## src/hw/rtl/lrd_pkg.sv

```systemverilog
package lrd_pkg;

    // Header and record geometry.
    localparam int HEADER_BYTES = 32;
    localparam int FIXED_BYTES  = 8 + 8 + 1 + 8 + 4;
    localparam int CRC_BYTES    = 4;

    // Reflected CRC-32.
    localparam logic [31:0] CRC_POLY = 32'hEDB88320;
    localparam logic [31:0] CRC_ONES = 32'hFFFFFFFF;

    // Register reset values.
    localparam logic [15:0] VERSION_RESET  = 16'd1;
    localparam logic [31:0] PAGESIZE_RESET = 32'd4096;

    // Register index, taken from paddr[2].
    localparam logic REG_VERSION  = 1'b0;
    localparam logic REG_PAGESIZE = 1'b1;

    // Parser phase.
    typedef enum logic [1:0] {
        PH_HEADER,
        PH_FIXED,
        PH_PAYLOAD,
        PH_CRC
    } phase_t;

    // Result kinds.
    localparam logic [1:0] KIND_FIELDS  = 2'd0;
    localparam logic [1:0] KIND_PAYLOAD = 2'd1;
    localparam logic [1:0] KIND_VERDICT = 2'd2;
    localparam logic [1:0] KIND_END     = 2'd3;

    // Verdict codes.
    localparam logic [2:0] VERDICT_GOOD = 3'd0;
    localparam logic [2:0] VERDICT_BAD  = 3'd1;

    // Stream end codes.
    localparam logic [2:0] END_CLEAN     = 3'd0;
    localparam logic [2:0] END_TRUNCATED = 3'd1;
    localparam logic [2:0] END_CRC       = 3'd2;
    localparam logic [2:0] END_SHORT     = 3'd3;
    localparam logic [2:0] END_MAGIC     = 3'd4;
    localparam logic [2:0] END_VERSION   = 3'd5;
    localparam logic [2:0] END_PAGESIZE  = 3'd6;
    localparam logic [2:0] FAULT_NONE    = 3'd0;

    // One result item.
    typedef struct packed {
        logic [1:0]  kind;
        logic [2:0]  status;
        logic [7:0]  payload_byte;
        logic [31:0] payload_length;
        logic [63:0] page_number;
        logic [7:0]  record_type;
        logic [63:0] transaction_id;
        logic [63:0] sequence_number;
    } result_t;

    // One byte of CRC update, least significant bit first.
    function automatic logic [31:0] crc_byte(input logic [31:0] crc_in, input logic [7:0] b);
        logic [31:0] c;
        c = crc_in ^ {24'd0, b};
        for (int i = 0; i < 8; i++) begin
            c = c[0] ? (CRC_POLY ^ (c >> 1)) : (c >> 1);
        end
        return c;
    endfunction

    // Magic bytes at the start of the header.
    function automatic logic [7:0] magic_byte(input logic [1:0] i);
        logic [7:0] m;
        unique case (i)
            2'd0: m = 8'h4D;
            2'd1: m = 8'h4F;
            2'd2: m = 8'h57;
            2'd3: m = 8'h4C;
            default: m = 8'h00;
        endcase
        return m;
    endfunction

endpackage

```

## src/hw/rtl/log_record_deframer_crc32.sv

```systemverilog
// Latency: a byte's results are registered at the edge that accepts the byte and are
// offered on the m_ side in the next cycle if no older result is queued ahead of them.
// Throughput: one byte per cycle while the queue has room for two results; a byte
// with two results needs two output transfers on the single port of the 4-entry queue.
// Reset: synchronous, active low; clears the parser, the queue and sets the registers
// to version 1 and page size 4096. No clearing pass is needed.
module log_record_deframer_crc32 (
    input  logic         aclk,
    input  logic         aresetn,
    // Input byte stream.
    input  logic         s_tvalid,
    output logic         s_tready,
    input  logic [7:0]   s_tdata,   // [7:0] data_byte
    input  logic         s_tlast,   // last byte of the file
    // Result stream.
    output logic         m_tvalid,
    input  logic         m_tready,
    // [63:0] sequence_number, [127:64] transaction_id, [135:128] record_type,
    // [199:136] page_number, [231:200] payload_length, [239:232] payload_byte,
    // [242:240] status, [247:243] zero
    output logic [247:0] m_tdata,
    output logic [1:0]   m_tuser,   // [1:0] kind
    // Configuration port.
    input  logic         psel,
    input  logic         penable,
    input  logic         pwrite,
    input  logic [2:0]   paddr,
    input  logic [31:0]  pwdata,
    output logic [31:0]  prdata,
    output logic         pready
);
    import lrd_pkg::*;

    // Configuration registers.
    logic [15:0] exp_version_reg;
    logic [31:0] exp_pagesize_reg;

    // Parser state.
    phase_t      phase_reg, phase_next;
    logic [31:0] count_reg, count_next;
    logic [2:0]  fault_reg, fault_next;
    logic        halted_reg, halted_next;
    logic [63:0] seq_reg, seq_next;
    logic [63:0] txn_reg, txn_next;
    logic [63:0] page_reg, page_next;
    logic [7:0]  type_reg, type_next;
    logic [31:0] len_reg, len_next;
    logic [31:0] crc_reg, crc_next;
    logic [31:0] crcst_reg, crcst_next;
    logic [15:0] ver_reg, ver_next;
    logic [31:0] psz_reg, psz_next;

    // Result queue: four entries, up to two pushed per accepted byte.
    result_t     queue_reg [4];
    logic [1:0]  wr_ptr_reg, rd_ptr_reg;
    logic [2:0]  fill_reg;

    logic        s_fire, m_fire, work;
    logic [7:0]  b;
    logic        last;
    logic [31:0] cnt_inc;
    logic        hdr_last, fixed_last, crc_last, pay_last;
    logic [31:0] crc_upd, len_new, crcst_new;
    logic        crc_good;
    result_t     res0, res1;
    logic [1:0]  n_res;
    logic        end_flag;
    logic [2:0]  end_status;
    result_t     head;

    assign b      = s_tdata;
    assign last   = s_tlast;
    assign s_fire = s_tvalid & s_tready;
    assign m_fire = m_tvalid & m_tready;
    assign work   = s_fire & ~halted_reg;

    // Room for two results is needed before a byte is taken.
    assign s_tready = (fill_reg <= 3'd2);
    assign m_tvalid = (fill_reg != 3'd0);

    assign cnt_inc    = count_reg + 32'd1;
    assign hdr_last   = (count_reg >= 32'(HEADER_BYTES - 1));
    assign fixed_last = (count_reg >= 32'(FIXED_BYTES - 1));
    assign crc_last   = (count_reg >= 32'(CRC_BYTES - 1));
    assign pay_last   = (cnt_inc == len_reg);
    assign crc_upd    = crc_byte(crc_reg, b);
    assign len_new    = {b, len_reg[31:8]};
    assign crcst_new  = {b, crcst_reg[31:8]};
    assign crc_good   = ((crc_reg ^ CRC_ONES) == crcst_new);

    // Header checks. Only the first fault is kept.
    always_comb begin
        fault_next = fault_reg;
        ver_next   = ver_reg;
        psz_next   = psz_reg;
        if (phase_reg == PH_HEADER) begin
            if (count_reg < 32'd4 && b != magic_byte(count_reg[1:0])
                    && fault_reg == FAULT_NONE) begin
                fault_next = END_MAGIC;
            end
            if (count_reg == 32'd4 || count_reg == 32'd5) begin
                ver_next = {b, ver_reg[15:8]};
            end
            if (count_reg == 32'd5 && fault_next == FAULT_NONE
                    && ver_next != exp_version_reg) begin
                fault_next = END_VERSION;
            end
            if (count_reg >= 32'd8 && count_reg <= 32'd11) begin
                psz_next = {b, psz_reg[31:8]};
            end
            if (count_reg == 32'd11 && fault_next == FAULT_NONE
                    && psz_next != exp_pagesize_reg) begin
                fault_next = END_PAGESIZE;
            end
        end
    end

    // Next phase.
    always_comb begin
        phase_next = phase_reg;
        unique case (phase_reg)
            PH_HEADER: begin
                if (hdr_last && fault_next == FAULT_NONE && !last) begin
                    phase_next = PH_FIXED;
                end
            end
            PH_FIXED: begin
                if (fixed_last) begin
                    phase_next = (len_new != 32'd0) ? PH_PAYLOAD : PH_CRC;
                end
            end
            PH_PAYLOAD: begin
                if (pay_last) begin
                    phase_next = PH_CRC;
                end
            end
            PH_CRC: begin
                if (crc_last && crc_good && !last) begin
                    phase_next = PH_FIXED;
                end
            end
            default: phase_next = phase_reg;
        endcase
    end

    // Field capture, CRC and results.
    always_comb begin
        seq_next   = seq_reg;
        txn_next   = txn_reg;
        page_next  = page_reg;
        type_next  = type_reg;
        len_next   = len_reg;
        crcst_next = crcst_reg;
        crc_next   = crc_reg;
        res0       = '0;
        res1       = '0;
        n_res      = 2'd0;
        end_flag   = 1'b0;
        end_status = END_CLEAN;

        unique case (phase_reg)
            PH_HEADER: begin
                if (hdr_last) begin
                    if (fault_next != FAULT_NONE) begin
                        end_flag   = 1'b1;
                        end_status = fault_next;
                    end else if (last) begin
                        end_flag   = 1'b1;
                        end_status = END_CLEAN;
                    end
                end else if (last) begin
                    end_flag   = 1'b1;
                    end_status = END_SHORT;
                end
            end
            PH_FIXED: begin
                crc_next = crc_upd;
                if (count_reg < 32'd8) begin
                    seq_next = {b, seq_reg[63:8]};
                end else if (count_reg < 32'd16) begin
                    txn_next = {b, txn_reg[63:8]};
                end else if (count_reg == 32'd16) begin
                    type_next = b;
                end else if (count_reg < 32'd25) begin
                    page_next = {b, page_reg[63:8]};
                end else begin
                    len_next = len_new;
                end
                if (fixed_last) begin
                    res0.kind            = KIND_FIELDS;
                    res0.sequence_number = seq_reg;
                    res0.transaction_id  = txn_reg;
                    res0.record_type     = type_reg;
                    res0.page_number     = page_reg;
                    res0.payload_length  = len_new;
                    n_res                = 2'd1;
                end
                if (last) begin
                    end_flag   = 1'b1;
                    end_status = END_TRUNCATED;
                end
            end
            PH_PAYLOAD: begin
                crc_next          = crc_upd;
                res0.kind         = KIND_PAYLOAD;
                res0.payload_byte = b;
                n_res             = 2'd1;
                if (last) begin
                    end_flag   = 1'b1;
                    end_status = END_TRUNCATED;
                end
            end
            PH_CRC: begin
                crcst_next = crcst_new;
                if (crc_last) begin
                    res0.kind   = KIND_VERDICT;
                    res0.status = crc_good ? VERDICT_GOOD : VERDICT_BAD;
                    n_res       = 2'd1;
                    if (!crc_good) begin
                        end_flag   = 1'b1;
                        end_status = END_CRC;
                    end else if (last) begin
                        end_flag   = 1'b1;
                        end_status = END_CLEAN;
                    end
                end else if (last) begin
                    end_flag   = 1'b1;
                    end_status = END_TRUNCATED;
                end
            end
            default: n_res = 2'd0;
        endcase

        // A new record starts with a fresh CRC.
        if (phase_next == PH_FIXED && phase_reg != PH_FIXED) begin
            crc_next = CRC_ONES;
        end

        // The stream end always follows whatever the byte itself produced.
        if (end_flag) begin
            if (n_res == 2'd0) begin
                res0.kind   = KIND_END;
                res0.status = end_status;
            end else begin
                res1.kind   = KIND_END;
                res1.status = end_status;
            end
            n_res = n_res + 2'd1;
        end
    end

    // Counter restarts whenever the phase moves on.
    assign count_next  = (phase_next != phase_reg) ? 32'd0 : cnt_inc;
    assign halted_next = halted_reg | (work & end_flag);

    // Control state.
    always_ff @(posedge aclk) begin
        if (!aresetn) begin
            phase_reg  <= PH_HEADER;
            count_reg  <= 32'd0;
            fault_reg  <= FAULT_NONE;
            halted_reg <= 1'b0;
        end else begin
            halted_reg <= halted_next;
            if (work) begin
                phase_reg <= phase_next;
                count_reg <= count_next;
                fault_reg <= fault_next;
            end
        end
    end

    // Captured fields and CRC; every value is fully rewritten before it is used.
    always_ff @(posedge aclk) begin
        if (work) begin
            seq_reg   <= seq_next;
            txn_reg   <= txn_next;
            page_reg  <= page_next;
            type_reg  <= type_next;
            len_reg   <= len_next;
            crc_reg   <= crc_next;
            crcst_reg <= crcst_next;
            ver_reg   <= ver_next;
            psz_reg   <= psz_next;
        end
    end

    // Result queue pointers and fill level.
    always_ff @(posedge aclk) begin
        if (!aresetn) begin
            wr_ptr_reg <= 2'd0;
            rd_ptr_reg <= 2'd0;
            fill_reg   <= 3'd0;
        end else begin
            if (work) begin
                wr_ptr_reg <= wr_ptr_reg + n_res;
            end
            if (m_fire) begin
                rd_ptr_reg <= rd_ptr_reg + 2'd1;
            end
            fill_reg <= fill_reg + (work ? {1'b0, n_res} : 3'd0) - {2'd0, m_fire};
        end
    end

    // Result queue storage.
    always_ff @(posedge aclk) begin
        if (work) begin
            if (n_res != 2'd0) begin
                queue_reg[wr_ptr_reg] <= res0;
            end
            if (n_res == 2'd2) begin
                queue_reg[wr_ptr_reg + 2'd1] <= res1;
            end
        end
    end

    assign head    = queue_reg[rd_ptr_reg];
    assign m_tuser = head.kind;
    assign m_tdata = {5'd0, head.status, head.payload_byte, head.payload_length,
                      head.page_number, head.record_type, head.transaction_id,
                      head.sequence_number};

    // Configuration registers: version at byte address 0, page size at 4.
    assign pready = 1'b1;

    always_ff @(posedge aclk) begin
        if (!aresetn) begin
            exp_version_reg  <= VERSION_RESET;
            exp_pagesize_reg <= PAGESIZE_RESET;
        end else if (psel && penable && pwrite && pready) begin
            if (paddr[2] == REG_VERSION) begin
                exp_version_reg <= pwdata[15:0];
            end else begin
                exp_pagesize_reg <= pwdata;
            end
        end
    end

    assign prdata = (paddr[2] == REG_PAGESIZE) ? exp_pagesize_reg
                                               : {16'd0, exp_version_reg};

endmodule

```

## config.mk

```make
export PLATFORM = sky130hd
export DESIGN_NAME = log_record_deframer_crc32
export DESIGN_NICKNAME = d
export VERILOG_FILES = /design/src/hw/rtl/lrd_pkg.sv /design/src/hw/rtl/log_record_deframer_crc32.sv
export SDC_FILE = /design/constraint.sdc
export NUM_CORES = 2
export LEC_CHECK = 0
export ABC_AREA = 1
export BUFFER_PORTS_ARGS = -buffer_cell sky130_fd_sc_hd__buf_2
export CORE_UTILIZATION = 50
export DETAILED_ROUTE_END_ITERATION = 8
export PLACE_DENSITY = 0.75
export RECOVER_POWER = 25
export SYNTH_ARGS = -nofsm -noshare
export SYNTH_HDL_FRONTEND = slang
export SYNTH_SLANG_ARGS = --single-unit
```

## constraint.sdc

```tcl
create_clock -name aclk -period 11.7 [get_ports aclk]
set_input_delay 2.34 -clock aclk [delete_from_list [all_inputs] [get_ports aclk]]
set_output_delay 2.34 -clock aclk [all_outputs]
set_load 0.02 [all_outputs]
```

==> impl_metrics.csv <==
group,metric,value,unit
run_status,status,"finished with violations",
run_status,failed_checks,"capacitance limit, slew limit",
worst_setup_path,endpoint_kind,"flip-flop",
global_route,grt_max_degree,221,
floorplan,die_x,344,um
route,vias,50235,
place,io_buffers,327,
worst_setup_path,cp-start-kind,"primary input",
pwr,pwr-share-clk,35.6,%
worst_setup_path,slowest_delay,1320,ps
pwr,powerDensity,206,mW/mm^2
layout,final_nets,6929,
sta,fin_ws,3730,ps
layout,areaGrowthSynthToFinish,11.7,%
sta,period_share,68.1,%
pwr,peakVddDrop,0.192,mV
worst_setup_path,critPathMostFrequentCell,"nand2_1",
worst_setup_path,cp.required,12390,ps
yosys,async_reset_ff_share,0,%
route,antenna_left,0,
cts,cts_buffers,147,
yosys,synth_edf_count,356,
global_route,grt_pass1_wl,259000,um
route,drc_errors,0,
floorplan,io_pins,336,
floorplan,start_util,50.8,%
floorplan,die-area,0.118,mm^2
pwr,p_sw,4460,uW
sta,finalHoldViolations,0,
sta,relSlewSlack,-189,%
sta,period_needed,7970,ps
yosys,ys_seq_area_share,54.5,%
route,routed_wl,168000,um
route,avgRoutedWirePerCell,19.7,um
place,gp_congestion,0.902,
yosys,synth.distinct_cells,45,
layout,largest_reg_flops,980,
cts,clk_pin_slew,60,ps
cts,ctsHoldBuffers,0,
sta,rsz0062_at_grt,"no",
cts,cts_buffer_depth,3,
job,max_cap_violations,16,
cts,cts_tree,"done",
pwr,power_frac_seq,40.0,%
yosys,synth_seq_cells,1411,
pwr,p_leak,0.0241,uW
min_path,hold_path.class,"flip-flop to flip-flop",
sta,final_max_slew_viol_count,433,
global_route,antenna_found_initial,5,
sta,finClkSkew,36.4,ps
cts,cts_resized,0,
yosys,synth-main-ff-cell,"dfxtp_1",
cts,cts-htree-levels,4,
sta,tns,0,ps
route,vias_per_cell,5.91,
place,pre_cts_ws,4390,ps
sta,max_freq,125,MHz
floorplan,placementRows,124,
route,dr.pass1.iters,6,
worst_setup_path,reg2reg_from,"count_reg[5]$_SDFFE_PN0P_",
cts,postCtsSetupBuffers,0,
route,drt-initial-drc-count,5579,
layout,drive_gt1_share,10.9,%
place,hpwl,93700,um
min_path,hold_start,"seq_reg[53]$_DFFE_PP_",
pwr,switching_share,33.3,%
worst_setup_path,worst-setup-path-type,"primary input to flip-flop",
yosys,avgSynthCellArea,8.46,um^2
global_route,gr-usage-all-layers,27.5,%
worst_setup_path,cp_max_fo,67,
floorplan,fp.dieH,344,um
worst_setup_path,startpoint,"s_tdata[0]",
cts,cts_root_buf,"clkbuf_16",
worst_setup_path,worst-path-buf-inv,7,
worst_setup_path,cp_slowest_cell,"clkbuf_1",
global_route,grt_remaining_overflow,0,
sta,worst_slew_pin_slew,4330,ps
floorplan,core,0.115,mm^2
global_route,first_global_vias,46784,
yosys,synth_cells,6901,
worst_setup_path,cp.arrival,8660,ps
cts,insertion_delay,780,ps
worst_setup_path,critPathTopFamily,"buffers and inverters",
cts,clock-sinks,1411,
yosys,ys_warn_count,0,
yosys,syn_area,0.0584,mm^2
sta,setup_viol,0,
pwr,p_int,8950,uW
pwr,combPwrFrac,24.4,%
## metal layers
layer	vias up	wire, um	global-route usage, %
met3	307	14200	4.57
met1	23876	69400	36.6
met4	0	5970	11.2
met2	2256	78300	44.6
li1	23796	-	-
met5	-	0	0
## kinds of logic (layout without fill, tap and decap cells)
family	Yosys count	count (layout)	share of synthesized area, %
AND/OR/NAND/NOR	2587	2587	20.1
AO/OA/AOI/OAI	1892	1892	17.0
flip-flops	1411	1411	54.5
buffers and inverters	846	924	5.77
XOR/XNOR	146	146	2.21
adder cells (fa/ha/maj)	17	17	0.377
other	2	11	0.0129
## power groups by stage
stage | Clock, uW | Combinational [uW] | Sequential [uW]
floorplan | 0 | 2300 | 5420
global placement | 0 | 3200 | 5450
detailed placement | 0 | 3240 | 5460
CTS | 4840 | 3250 | 5350
global route | 5030 | 3530 | 5380
finish | 4780 | 3270 | 5360
## placed cells by master (no fill, tap or decap), types with 28 or more instances in the layout
master	n
edfxtp_1	356
clkbuf_16	155
o21ai_0	1534
a21oi_2	28
a21oi_1	65
inv_1	259
nor2_1	632
buf_2	319
nand2_1	700
xor2_1	95
dfxtp_1	1053
buf_4	30
nand2_2	28
nand3_2	51
xnor2_1	50
nand3_1	1060
o22ai_1	253
clkbuf_1	47
## Yosys cell counts (all sizes together) (2+ instances only)
| library cell | number | area, um^2 |
|---|---|---|
| a21oi | 93 | 571 |
| buf | 52 | 383 |
| clkbuf | 519 | 1950 |
| clkinv | 2 | 7.51 |
| conb | 2 | 7.51 |
| dfxtp | 1055 | 21100 |
| edfxtp | 356 | 10700 |
| ha | 16 | 200 |
| inv | 273 | 1030 |
| nand2 | 734 | 2850 |
| nand3 | 1111 | 5840 |
| nand3b | 16 | 120 |
| nand4 | 21 | 131 |
| nor2 | 652 | 2500 |
| nor3 | 24 | 120 |
| nor4 | 13 | 81.3 |
| o211ai | 3 | 22.5 |
| o21ai | 1537 | 7700 |
| o22ai | 253 | 1580 |
| or2 | 16 | 100 |
| xnor2 | 50 | 438 |
| xor2 | 95 | 832 |
## path summary, 6_finish.rpt
kind	to	slack (ps)	depth (start not counted)
worst max-delay path	queue_reg[2][68]$_SDFFE_PP0P_	3730	25
worst min-delay path	seq_reg[45]$_DFFE_PP_	440	0
worst max register to register	queue_reg[2][68]$_SDFFE_PP0P_	4710	29
worst min register to register	seq_reg[45]$_DFFE_PP_	440	0
## area by class of cell
class / count / area, um^2
diodes: 5 / 12.5
clock buffers: 210 / 4330
clock inverters: 61 / 679
fillers: 10041 / 49800
inverters: 275 / 1060
multi-input cells: 4648 / 23200
flip-flops and latches: 1411 / 31800
well taps: 1512 / 1890
repair buffers: 378 / 2140
## stage by stage
step           total power [uW]  util (%)  cell area (um^2)  std cells  hold WS, ps
2_1_floorplan              7710         -             58400       6905          427
3_3_place_gp               8650      52.4             60300       8224          431
3_5_place_dp               8700      52.4             60300       8224          432
4_1_cts                   13400      56.8             65300       8495          440
5_1_grt                   13900      56.7             65200       8496          448
6_report                  13400      56.7             65200       8500          436
No activity file was read; power rests on OpenSTA's default activity.
